## config.mk

```make
export PLATFORM = sky130hd
export DESIGN_NAME = bounded_deque_with_match_erase_unit_flat
export DESIGN_NICKNAME = d
export VERILOG_FILES = /design/src/hdl/bdq_pkg.sv /design/src/hdl/bdq_cmd_if.sv /design/src/hdl/bdq_res_if.sv /design/src/hdl/bounded_deque_with_match_erase_unit.sv /design/src/hdl/bdq_store.sv /design/src/flat_wrapper.sv
export SDC_FILE = /design/constraint.sdc
export NUM_CORES = 1
export LEC_CHECK = 0
export BUFFER_PORTS_ARGS = -buffer_cell sky130_fd_sc_hd__buf_2
export CORE_MARGIN = 8
export CORE_UTILIZATION = 43
export CTS_CLUSTER_SIZE = 10
export DETAILED_ROUTE_END_ITERATION = 6
export HOLD_SLACK_MARGIN = 0.06
export PLACE_DENSITY = 0.69
export SETUP_SLACK_MARGIN = 0.1
export SLEW_MARGIN = 20
export SYNTH_ARGS = -nofsm -noshare
export SYNTH_HDL_FRONTEND = slang
export SYNTH_HIERARCHICAL = 1
export SYNTH_SLANG_ARGS = --single-unit
```

## constraint.sdc

```tcl
create_clock -name clk -period 6.46 [get_ports clk]
set_input_delay 0.646 -clock clk [delete_from_list [all_inputs] [get_ports clk]]
set_output_delay 0.646 -clock clk [all_outputs]
set_load 0.005 [all_outputs]
```

## src/hdl/bdq_pkg.sv

```systemverilog
// Shared types and constants for the bounded deque with match erase.
// No dependencies; imported by the interfaces, the top level and the checker.
`default_nettype none

package bdq_pkg;

    localparam int OP_W     = 3;
    localparam int WORD_W   = 32;
    localparam int STATUS_W = 2;
    localparam int TALLY_W  = 5;

    typedef enum logic [OP_W-1:0] {
        OP_PUSH_FRONT = 3'd0,
        OP_PUSH_BACK  = 3'd1,
        OP_POP_FRONT  = 3'd2,
        OP_POP_BACK   = 3'd3,
        OP_COUNT      = 3'd4,
        OP_ERASE      = 3'd5
    } op_t;

    typedef enum logic [STATUS_W-1:0] {
        STATUS_OK    = 2'd0,
        STATUS_EMPTY = 2'd1,
        STATUS_FULL  = 2'd2
    } status_t;

    // Word returned by a pop on an empty queue.
    localparam logic signed [WORD_W-1:0] EMPTY_WORD = -32'sd9999;

endpackage : bdq_pkg

`default_nettype wire

```

## src/hdl/bdq_cmd_if.sv

```systemverilog
// Command channel: valid/ready handshake carrying op and value.
// Depends on bdq_pkg.
`default_nettype none

interface bdq_cmd_if;
    import bdq_pkg::*;

    logic                     valid;
    logic                     ready;
    logic [OP_W-1:0]          op;
    logic signed [WORD_W-1:0] value;

    modport source (output valid, output op, output value, input ready);
    modport sink   (input valid, input op, input value, output ready);
endinterface : bdq_cmd_if

`default_nettype wire

```

## src/hdl/bdq_res_if.sv

```systemverilog
// Result channel: valid/ready handshake carrying data, status and counts.
// Depends on bdq_pkg.
`default_nettype none

interface bdq_res_if;
    import bdq_pkg::*;

    logic                     valid;
    logic                     ready;
    logic signed [WORD_W-1:0] data;
    logic [STATUS_W-1:0]      status;
    logic [TALLY_W-1:0]       matches_res;
    logic [TALLY_W-1:0]       occupancy;

    modport source (output valid, output data, output status, output matches_res,
                    output occupancy, input ready);
    modport sink   (input valid, input data, input status, input matches_res,
                    input occupancy, output ready);
endinterface : bdq_res_if

`default_nettype wire

```

## src/hdl/bounded_deque_with_match_erase_unit.sv

```systemverilog
// Bounded deque of signed 32-bit words with count and order-keeping erase.
// Path: push, empty pop, full push, unused op and count/erase on an empty queue go
//   to S_FIN, pop via S_POP; count and erase read one held entry per cycle in S_SCAN,
//   then S_FIN. One command in flight; S_FIN waits while the output register holds
//   an untaken result, and ready returns as the result enters that register.
// Reset (rst_n, async, active low) clears front pointer, count and control; the
//   store is not cleared, only occupied entries are ever read.
`default_nettype none

module bounded_deque_with_match_erase_unit #(
    parameter int CAPACITY = 16
) (
    input wire logic clk,
    input wire logic rst_n,
    bdq_cmd_if.sink  cmd,
    bdq_res_if.source res
);
    import bdq_pkg::*;

    localparam int AW = (CAPACITY > 1) ? $clog2(CAPACITY) : 1;
    localparam int CW = $clog2(CAPACITY + 1);
    localparam logic [AW-1:0] LAST_SLOT = AW'(CAPACITY - 1);
    localparam logic [CW-1:0] FULL_CNT  = CW'(CAPACITY);

    typedef enum logic [1:0] {
        S_IDLE,   // waiting for a command beat
        S_POP,    // read data of a pop arrives
        S_SCAN,   // walking entries for count or erase
        S_FIN     // result waits for the output register
    } state_t;

    // front + offset, wrapped into the store; offset never exceeds CAPACITY
    function automatic logic [AW-1:0] slot_add(input logic [AW-1:0] base,
                                               input logic [CW-1:0] offs);
        logic [CW:0] s;
        s = (CW+1)'(base) + (CW+1)'(offs);
        if (s >= (CW+1)'(CAPACITY))
        begin
            s = s - (CW+1)'(CAPACITY);
        end
        return s[AW-1:0];
    endfunction

    function automatic logic [AW-1:0] slot_inc(input logic [AW-1:0] p);
        return (p == LAST_SLOT) ? '0 : p + AW'(1);
    endfunction

    function automatic logic [AW-1:0] slot_dec(input logic [AW-1:0] p);
        return (p == '0) ? LAST_SLOT : p - AW'(1);
    endfunction

    // control
    state_t      state_reg, state_next;
    logic [AW-1:0] front_reg, front_next;
    logic [CW-1:0] count_reg, count_next;
    // scan bookkeeping
    logic [CW-1:0] idx_reg, idx_next;      // entry whose data is on the read port
    logic [CW-1:0] kept_reg, kept_next;
    logic [AW-1:0] rptr_reg, rptr_next;    // next slot to read
    logic [AW-1:0] wptr_reg, wptr_next;    // next slot to compact into
    logic          erase_reg, erase_next;
    logic signed [WORD_W-1:0] val_reg, val_next;
    // pending result
    logic signed [WORD_W-1:0] pend_data_reg, pend_data_next;
    status_t       pend_status_reg, pend_status_next;
    logic [CW-1:0] pend_match_reg, pend_match_next;
    // output register
    logic          out_valid_reg, out_valid_next;
    logic signed [WORD_W-1:0] out_data_reg, out_data_next;
    logic [STATUS_W-1:0] out_status_reg, out_status_next;
    logic [TALLY_W-1:0]  out_match_reg, out_match_next;
    logic [TALLY_W-1:0]  out_occ_reg, out_occ_next;

    // store port
    logic                     mem_we, mem_re;
    logic [AW-1:0]            mem_waddr, mem_raddr;
    logic signed [WORD_W-1:0] mem_wdata, mem_rdata;

    logic          hit;
    logic          last;
    logic [CW-1:0] kept_inc;
    logic [CW+TALLY_W-1:0] match_wide, occ_wide;   // low 5 bits of the counts

    bdq_store #(
        .DEPTH (CAPACITY),
        .AW    (AW)
    ) u_store (
        .clk   (clk),
        .we    (mem_we),
        .waddr (mem_waddr),
        .wdata (mem_wdata),
        .re    (mem_re),
        .raddr (mem_raddr),
        .rdata (mem_rdata)
    );

    assign cmd.ready       = (state_reg == S_IDLE);
    assign res.valid       = out_valid_reg;
    assign res.data        = out_data_reg;
    assign res.status      = out_status_reg;
    assign res.matches_res = out_match_reg;
    assign res.occupancy   = out_occ_reg;

    assign hit        = (mem_rdata == val_reg);
    assign last       = (idx_reg == count_reg - CW'(1));
    assign kept_inc   = kept_reg + CW'(1);
    assign match_wide = {{TALLY_W{1'b0}}, pend_match_reg};
    assign occ_wide   = {{TALLY_W{1'b0}}, count_reg};

    always_comb
    begin
        state_next       = state_reg;
        front_next       = front_reg;
        count_next       = count_reg;
        idx_next         = idx_reg;
        kept_next        = kept_reg;
        rptr_next        = rptr_reg;
        wptr_next        = wptr_reg;
        erase_next       = erase_reg;
        val_next         = val_reg;
        pend_data_next   = pend_data_reg;
        pend_status_next = pend_status_reg;
        pend_match_next  = pend_match_reg;
        out_valid_next   = out_valid_reg && !res.ready;
        out_data_next    = out_data_reg;
        out_status_next  = out_status_reg;
        out_match_next   = out_match_reg;
        out_occ_next     = out_occ_reg;
        mem_we           = 1'b0;
        mem_waddr        = '0;
        mem_wdata        = '0;
        mem_re           = 1'b0;
        mem_raddr        = '0;

        unique case (state_reg)
            S_IDLE:
            begin
                if (cmd.valid)
                begin
                    val_next         = cmd.value;
                    erase_next       = (cmd.op == OP_ERASE);
                    pend_data_next   = '0;
                    pend_status_next = STATUS_OK;
                    pend_match_next  = '0;
                    state_next       = S_FIN;
                    unique case (cmd.op)
                        OP_PUSH_FRONT:
                        begin
                            if (count_reg == FULL_CNT)
                            begin
                                pend_status_next = STATUS_FULL;
                            end
                            else
                            begin
                                front_next = slot_dec(front_reg);
                                count_next = count_reg + CW'(1);
                                mem_we     = 1'b1;
                                mem_waddr  = slot_dec(front_reg);
                                mem_wdata  = cmd.value;
                            end
                        end
                        OP_PUSH_BACK:
                        begin
                            if (count_reg == FULL_CNT)
                            begin
                                pend_status_next = STATUS_FULL;
                            end
                            else
                            begin
                                count_next = count_reg + CW'(1);
                                mem_we     = 1'b1;
                                mem_waddr  = slot_add(front_reg, count_reg);
                                mem_wdata  = cmd.value;
                            end
                        end
                        OP_POP_FRONT:
                        begin
                            if (count_reg == '0)
                            begin
                                pend_data_next   = EMPTY_WORD;
                                pend_status_next = STATUS_EMPTY;
                            end
                            else
                            begin
                                mem_re     = 1'b1;
                                mem_raddr  = front_reg;
                                front_next = slot_inc(front_reg);
                                count_next = count_reg - CW'(1);
                                state_next = S_POP;
                            end
                        end
                        OP_POP_BACK:
                        begin
                            if (count_reg == '0)
                            begin
                                pend_data_next   = EMPTY_WORD;
                                pend_status_next = STATUS_EMPTY;
                            end
                            else
                            begin
                                mem_re     = 1'b1;
                                mem_raddr  = slot_add(front_reg, count_reg - CW'(1));
                                count_next = count_reg - CW'(1);
                                state_next = S_POP;
                            end
                        end
                        OP_COUNT, OP_ERASE:
                        begin
                            if (count_reg != '0)
                            begin
                                mem_re     = 1'b1;
                                mem_raddr  = front_reg;
                                rptr_next  = slot_inc(front_reg);
                                wptr_next  = front_reg;
                                idx_next   = '0;
                                kept_next  = '0;
                                state_next = S_SCAN;
                            end
                        end
                        default:
                        begin
                            // unused op: plain result, state untouched
                        end
                    endcase
                end
            end

            S_POP:
            begin
                pend_data_next = mem_rdata;
                state_next     = S_FIN;
            end

            S_SCAN:
            begin
                // compaction writes at kept <= idx, reads run ahead at idx+1: no overlap
                if (hit)
                begin
                    pend_match_next = pend_match_reg + CW'(1);
                end
                else if (erase_reg)
                begin
                    mem_we    = 1'b1;
                    mem_waddr = wptr_reg;
                    mem_wdata = mem_rdata;
                    wptr_next = slot_inc(wptr_reg);
                    kept_next = kept_inc;
                end

                if (!last)
                begin
                    mem_re    = 1'b1;
                    mem_raddr = rptr_reg;
                    rptr_next = slot_inc(rptr_reg);
                    idx_next  = idx_reg + CW'(1);
                end
                else
                begin
                    if (erase_reg)
                    begin
                        count_next = hit ? kept_reg : kept_inc;
                    end
                    state_next = S_FIN;
                end
            end

            S_FIN:
            begin
                if (!out_valid_reg || res.ready)
                begin
                    out_valid_next  = 1'b1;
                    out_data_next   = pend_data_reg;
                    out_status_next = pend_status_reg;
                    out_match_next  = match_wide[TALLY_W-1:0];
                    out_occ_next    = occ_wide[TALLY_W-1:0];
                    state_next      = S_IDLE;
                end
            end

            default:
            begin
                state_next = S_IDLE;
            end
        endcase
    end

    always_ff @(posedge clk or negedge rst_n)
    begin
        if (!rst_n)
        begin
            state_reg       <= S_IDLE;
            front_reg       <= '0;
            count_reg       <= '0;
            idx_reg         <= '0;
            kept_reg        <= '0;
            rptr_reg        <= '0;
            wptr_reg        <= '0;
            erase_reg       <= 1'b0;
            val_reg         <= '0;
            pend_data_reg   <= '0;
            pend_status_reg <= STATUS_OK;
            pend_match_reg  <= '0;
            out_valid_reg   <= 1'b0;
            out_data_reg    <= '0;
            out_status_reg  <= STATUS_OK;
            out_match_reg   <= '0;
            out_occ_reg     <= '0;
        end
        else
        begin
            state_reg       <= state_next;
            front_reg       <= front_next;
            count_reg       <= count_next;
            idx_reg         <= idx_next;
            kept_reg        <= kept_next;
            rptr_reg        <= rptr_next;
            wptr_reg        <= wptr_next;
            erase_reg       <= erase_next;
            val_reg         <= val_next;
            pend_data_reg   <= pend_data_next;
            pend_status_reg <= pend_status_next;
            pend_match_reg  <= pend_match_next;
            out_valid_reg   <= out_valid_next;
            out_data_reg    <= out_data_next;
            out_status_reg  <= out_status_next;
            out_match_reg   <= out_match_next;
            out_occ_reg     <= out_occ_next;
        end
    end

endmodule : bounded_deque_with_match_erase_unit

`default_nettype wire

```

## src/hdl/bdq_store.sv

```systemverilog
// Entry store: one write port, one read port with registered read data.
// Depends on bdq_pkg for the word width.
`default_nettype none

module bdq_store #(
    parameter int DEPTH = 16,
    parameter int AW    = 4
) (
    input  wire logic                             clk,
    input  wire logic                             we,
    input  wire logic [AW-1:0]                    waddr,
    input  wire logic signed [bdq_pkg::WORD_W-1:0] wdata,
    input  wire logic                             re,
    input  wire logic [AW-1:0]                    raddr,
    output      logic signed [bdq_pkg::WORD_W-1:0] rdata
);
    import bdq_pkg::*;

    logic signed [WORD_W-1:0] mem [DEPTH];
    logic signed [WORD_W-1:0] rdata_reg;

    always_ff @(posedge clk)
    begin
        if (we)
        begin
            mem[waddr] <= wdata;
        end
    end

    always_ff @(posedge clk)
    begin
        if (re)
        begin
            rdata_reg <= mem[raddr];
        end
    end

    assign rdata = rdata_reg;

endmodule : bdq_store

`default_nettype wire

```

## src/flat_wrapper.sv

```systemverilog
// flat-port wrapper written by rule: the top's interface ports become plain ports
module bounded_deque_with_match_erase_unit_flat import bdq_pkg::*;
#(
    parameter int CAPACITY = 16
)
  (clk, rst_n, cmd_valid, cmd_op, cmd_value, cmd_ready, res_valid, res_data, res_status, res_matches_res, res_occupancy, res_ready);
  bdq_cmd_if cmd_i ();
  bdq_res_if res_i ();
  input wire logic clk;
  input wire logic rst_n;
  input wire logic [$bits(cmd_i.valid)-1:0] cmd_valid;
  input wire logic [$bits(cmd_i.op)-1:0] cmd_op;
  input wire logic [$bits(cmd_i.value)-1:0] cmd_value;
  output wire logic [$bits(cmd_i.ready)-1:0] cmd_ready;
  output wire logic [$bits(res_i.valid)-1:0] res_valid;
  output wire logic [$bits(res_i.data)-1:0] res_data;
  output wire logic [$bits(res_i.status)-1:0] res_status;
  output wire logic [$bits(res_i.matches_res)-1:0] res_matches_res;
  output wire logic [$bits(res_i.occupancy)-1:0] res_occupancy;
  input wire logic [$bits(res_i.ready)-1:0] res_ready;
  assign cmd_i.valid = cmd_valid;
  assign cmd_i.op = cmd_op;
  assign cmd_i.value = cmd_value;
  assign cmd_ready = cmd_i.ready;
  assign res_valid = res_i.valid;
  assign res_data = res_i.data;
  assign res_status = res_i.status;
  assign res_matches_res = res_i.matches_res;
  assign res_occupancy = res_i.occupancy;
  assign res_i.ready = res_ready;
  bounded_deque_with_match_erase_unit #(.CAPACITY(CAPACITY)) u_core (.clk(clk), .rst_n(rst_n), .cmd(cmd_i), .res(res_i));
endmodule
```

After elaboration in Yosys (flattened, before gate mapping):

Memory sizes are Yosys's and may differ from the RTL's. A register that Yosys moved wholly into a read port is not among the register bits.
Cells that the tools add are included.
W data, S select, Z words.

* output and inout port bits: 46
* memories: 1
* RAM bits: 512
* memory bits (read-only): 0
* bits in latches: 0
* register bits after elaboration: 146
* word-level logic and storage cells: 174

* add/sub/neg operators: 13
* equal/unequal tests: 28
* reduce and logical (&&, ||, !) cells: 24
* multiply operators: 0
* bitwise gates (word level): 0
* mux-type cells: 89
* shifts and indexed selects: 0
* div/mod/pow operators: 0
* magnitude comparators: 2

Memories
* u_core.u_store.mem: depth 16, bits a word 32, read ports 1, clocked after Yosys merged registers in 1, wr ports 1, line bdq_store.sv:19 `logic signed [WORD_W-1:0] mem [DEPTH];`

Operators by type and width (number)
* $mux W32: 8
* $pmux W32 S2: 2
* $mux W4: 27
* $mux W5: 14
* $pmux W5 S2: 5
* $pmux W4 S2: 6
* $eq A32 B32 Y1: 1
* $add A5 B1 Y5 const B: 4
* $mux W1: 15
* $add A4 B1 Y4 const B: 3
* $add A4 B5 Y6: 2
* $eq A4 B4 Y1 const B: 3
* $ge A6 B5 Y1 const B: 2
* $ne A2 B1 Y1 const B: 6
* $pmux W4 S3: 1
* $sub A4 B1 Y4 const B: 3
* $mux W2: 5
* $ne A2 B2 Y1 const B: 5
* $reduce_and A5 Y1: 2
* $ne A3 B3 Y1 const B: 3
* $pmux W2 S2: 2
* $pmux W2 S4: 1
* $reduce_and A7 Y1: 1
* $eq A3 B2 Y1 const B: 2
* 21 further kinds: 33

Longest topological paths before layout:

* depth in word-level cells: 8
* mapped depth: 15

By module:

The synthesis kept the hierarchy.

Modules (own cells, without submodules)
* bdq_store: seq. area each 16335.7 µm², cells an instance 838, times used 1, area each 20156.8 µm²
* bounded_deque_with_match_erase_unit: seq. area each 3653.5 µm², cells an instance 818, times used 1, area each 7950.1 µm²

Worst setup path after synthesis:

No wires, ideal clock.

* kind: register to register
* start: reg u_core.u_store.rdata_reg[19] (netlist: u_core/u_store/rdata[19]) (read register of u_core.u_store.mem)
* end: mem u_core.u_store.mem[0][0], enable pin
* arrival time: 4.780 ns
* stages on the path, launching flop included: 12
* setup slack: 1.219 ns
* data required time: 5.999 ns
* cells stage by stage: edfxtp_1 xor2_1 nor4_1 nand4_1 or2_1 buf_6 and3_4 buf_6 buf_6 a22o_1 or3b_2 nor3_1

* elaborated cells between the ends (all ways): 7
* those cells by class: eq/ne (1); mux (6)

RTL lines
* from (decl): line bdq_store.sv:20 `logic signed [WORD_W-1:0] rdata_reg;`
* $eq A32 B32 Y1: line bounded_deque_with_match_erase_unit.sv:104 `assign hit = (mem_rdata == val_reg);`
* $mux W4: line bounded_deque_with_match_erase_unit.sv:237 `if (hit)`
* $pmux W4 S2: line bounded_deque_with_match_erase_unit.sv:135 `unique case (state_reg)`
* via u_core.mem_waddr[2]: line bounded_deque_with_match_erase_unit.sv:76 `logic [AW-1:0] mem_waddr, mem_raddr;`
* to (decl): line bdq_store.sv:19

The timed path passes the listed nets, and every way through them passes these cells.

Worst setup path after layout:

* start: reg u_core.u_store.rdata_reg[26] (netlist: u_core/u_store/rdata[26]) (read register of u_core.u_store.mem)
* end: mem u_core.u_store.mem[2][6], enable pin

The elaborated chain is that of the path after synthesis.

==> results.md <==
* Status: finished, final reports clean
* Post-synth EDFFs at 544
* Endpoints failing setup at 0
* Ys flop type: edfxtp_1
* DRT Pass-1 Iters at 6
* Initial DRC Count at 1679
* Routed Antenna Nets at 0
* Pwr dens at 428 nW/um^2
* Wire per inst at 26.9 um
* Cell Area, Synth at 28100 sq um
* Routed via count at 15.9k
* Async set-reset flop share out of synthesis at 21.2%
* RePlAce Congestion at 0.853
* Reg2Reg Setup Slack at 1.63 ns
* Worst Setup Start Kind: flip-flop
* Slowest stage cell, crit path: or2_1
* CP required at 6.77 ns
* DR vias/cell at 6.01
* Clock buffer count from CTS at 79
* Synth unique cells at 65
* Largest register FFs at 512
* Critical-path cell list: xor2_1 -> nor4_1 -> nand4_1 -> or2_1 -> and3_4 -> a22o_1 -> or3b_2 -> nor2_4 -> buf_16
* CP arrival at 5.14 ns
* Port bufs at 84
* Vias in the first global route at 16.1k
* Flop pwr share at 44.0%
* Synth Net Count at 1717
* Synth warn at 6
* R2R Path End: u_core/u_store/mem[2][6]$_DFFE_PP_
* Initial antenna violation count at 8
* Synthesized flop and latch total at 690
* Reg2reg path depth at 9
* Routed WL at 71.0 mm
* Pint at 9340 uW
* Sw power at 4390 uW
* Max_cap viols at 0
* Top Ports at 85
* Worst setup EP type: flip-flop
* Grt met1 use at 26.0%
* Worst-Skew Late Latency at 0.62 ns
* CORE AREA at 64600 sq um
* Setup TNS Final at 0 ns
* Fin crit share at 74.7%
* Commonest non-fill, non-tap cell in the layout: edfxtp_1
* Drc violations at 0
* DP Cell Count at 2532
* Sw Ratio at 32.0%
* Post-DP HPWL at 45.7 mm
* Comb power frac at 27.4%
* Syn_area_per_cell at 17.0 sq um
* CTS tree: done
* CTS resizes at 0
* Most frequent cells in the layout: edfxtp_1, nand2_1, dfrtp_1
* Clock transition at path regs at 0.06 ns
* Fmax achieved at 0.207 GHz
* Most Crowded Layer GR: met2
* First-pass GRT wire length at 106 mm
* Largest net degree at the start of global routing at 129
* Fin nets at 1819
* Std-Cell Rows at 93
* Grt total ovfl at 0
* Seq/Total Area, Yosys at 71.1%
* M3 GR Usage at 7.33%
* Worst flop-to-flop path startpoint: u_core/u_store/rdata[26]$_DFFE_PP_
* Clock Skew at 0.0192 ns
* Global Route Usage Sum at 19.0%
* Worst Tran Pin Value at 1.08 ns
* Critical path class: reg2reg
* RSZ-0062 raised after global routing: no
* Layout cells sized above 1 at 23.3%
* Clock Root Buffer: clkbuf_16
* Top post-synthesis cells by area: edfxtp_1, dfrtp_1, mux4_2
* Slew HR at 28.1%
* # H-tree levels at 3
* Worst Hold Class: in2async
* Slowest cell delay on critical path at 0.65 ns
* Largest Register: u_core/u_store/mem
* P&R area growth vs syn at 14.1%
* Post-CTS Hold Buffers at 0
* Leakage at 0.0114 uW
* Final hold vios at 0
* Post-synth top area cell: edfxtp_1
* Die width at 272 um
* Die Y-Extent at 272 um
* Util after Layout at 49.6%
* Initial Util at 43.5%
* Post-synthesis cell count at 1656
* Peak VDD IR at 262 uV
* Clock share of power at 28.6%
* Die Area at 73800 sq um
* Final Max Slew Viols at 0
* CP max FO at 37
* Crit path time final at 4.83 ns
* Clk buf depth at 3
* Grt met2 use at 27.7%
* Post-synth top area share at 58.1%
* Clock sink count at 690
* Non-Filler Instances at 2638
* Buffer count from post-CTS setup fixing at 0
==> synthesized netlist by cell type (all sizes together) (4+ instances only) <==
cell,count
edfxtp,544
nand2,190
dfrtp,146
mux4,128
a22oi,67
o21ai,58
clkbuf,52
a21oi,46
buf,45
mux2,44
xor2,40
a22o,39
nor2,39
ha,20
nand3,20
inv,17
xnor2,14
mux2i,11
nor3,11
nor4,11
nand2b,9
a21o,8
a32o,8
nand4,8
a31oi,7
and2,6
and3,6
nor2b,6
a211o,5
o22ai,5
o31ai,5
a32oi,4
nor3b,4
==> worst max-delay path by stage <==
stage / from / endpoint / slack (ns) / cells past startpoint
final: u_core/u_store/rdata[26]$_DFFE_PP_ / u_core/u_store/mem[2][6]$_DFFE_PP_ / 1.63 / 9
after global routing: u_core/u_store/rdata[13]$_DFFE_PP_ / u_core/u_store/mem[2][2]$_DFFE_PP_ / 1.41 / 9
after CTS: u_core/u_store/rdata[26]$_DFFE_PP_ / u_core/u_store/mem[2][27]$_DFFE_PP_ / 1.60 / 9
after detailed placement: u_core/u_store/rdata[26]$_DFFE_PP_ / u_core/u_store/mem[2][1]$_DFFE_PP_ / 1.62 / 9
after global placement: u_core/u_store/rdata[26]$_DFFE_PP_ / u_core/u_store/mem[2][1]$_DFFE_PP_ / 1.50 / 8
after floorplan: u_core/u_store/rdata[19]$_DFFE_PP_ / u_core/u_store/mem[0][0]$_DFFE_PP_ / 1.22 / 11
==> per-layer routing <==
| metal | wire length, um | vias to the layer above | share of wire (%) |
|---|---|---|---|
| met5 | 88 | - | 0.12 |
| met4 | 2280 | 14 | 3.2 |
| li1 | - | 6697 | - |
| met3 | 8360 | 127 | 12 |
| met1 | 28900 | 8171 | 41 |
| met2 | 31400 | 854 | 44 |
==> per-stage QoR <==
stage          instance area (sq um)  setup WS [ns]  total power [uW]  hold slack [ns]
3_5_place_dp                   29900           1.62              9850            0.466
6_report                       32100           1.63             13700            0.102
3_3_place_gp                   29500           1.50              9750            0.463
2_1_floorplan                  28100           1.22              8510            0.350
5_1_grt                        32100           1.41             14300            0.163
4_1_cts                        32100           1.60             13800            0.148
==> critical path: cells and delay by family (launching register included) <==
family	cells	cell delay, ns
AND/OR/NAND/NOR	6	3.13
AO/OA/AOI/OAI	1	0.36
flip-flops	1	0.55
XOR/XNOR	1	0.22
buffers and inverters	1	0.24
==> power groups by stage <==
| stage | clock network [uW] | logic, uW | registers, uW |
|---|---|---|---|
| after floorplan | 0 | 2670 | 5840 |
| after global placement | 0 | 3660 | 6090 |
| after detailed placement | 0 | 3740 | 6100 |
| after CTS | 4010 | 3770 | 6020 |
| after global routing | 4160 | 4090 | 6090 |
| final | 3930 | 3760 | 6040 |
==> final cells by class <==
class | count | area [sq um]
Tap cell | 855 | 1070
Sequential cell | 690 | 20000
Timing Repair Buffer | 118 | 942
Clock buffer | 99 | 2100
Inverter | 17 | 63.8
Multi-Input combinational cell | 852 | 7800
Antenna cell | 2 | 5.00
Clock inverter | 5 | 85.1
Fill cell | 5162 | 32500
==> kinds of logic (layout without fill, tap and decap cells) <==
| group | Yosys count | after routing | share of synthesized area [%] |
|---|---|---|---|
| other cells | 0 | 2 | 0 |
| simple gates | 320 | 320 | 5.13 |
| mux | 183 | 183 | 12.4 |
| buf+inv | 114 | 239 | 1.86 |
| xor+xnor | 54 | 54 | 1.68 |
| compound gates | 273 | 273 | 6.77 |
| flops | 690 | 690 | 71.1 |
| fa+ha+maj | 22 | 22 | 1.03 |
(Power assumes the default switching activity.)
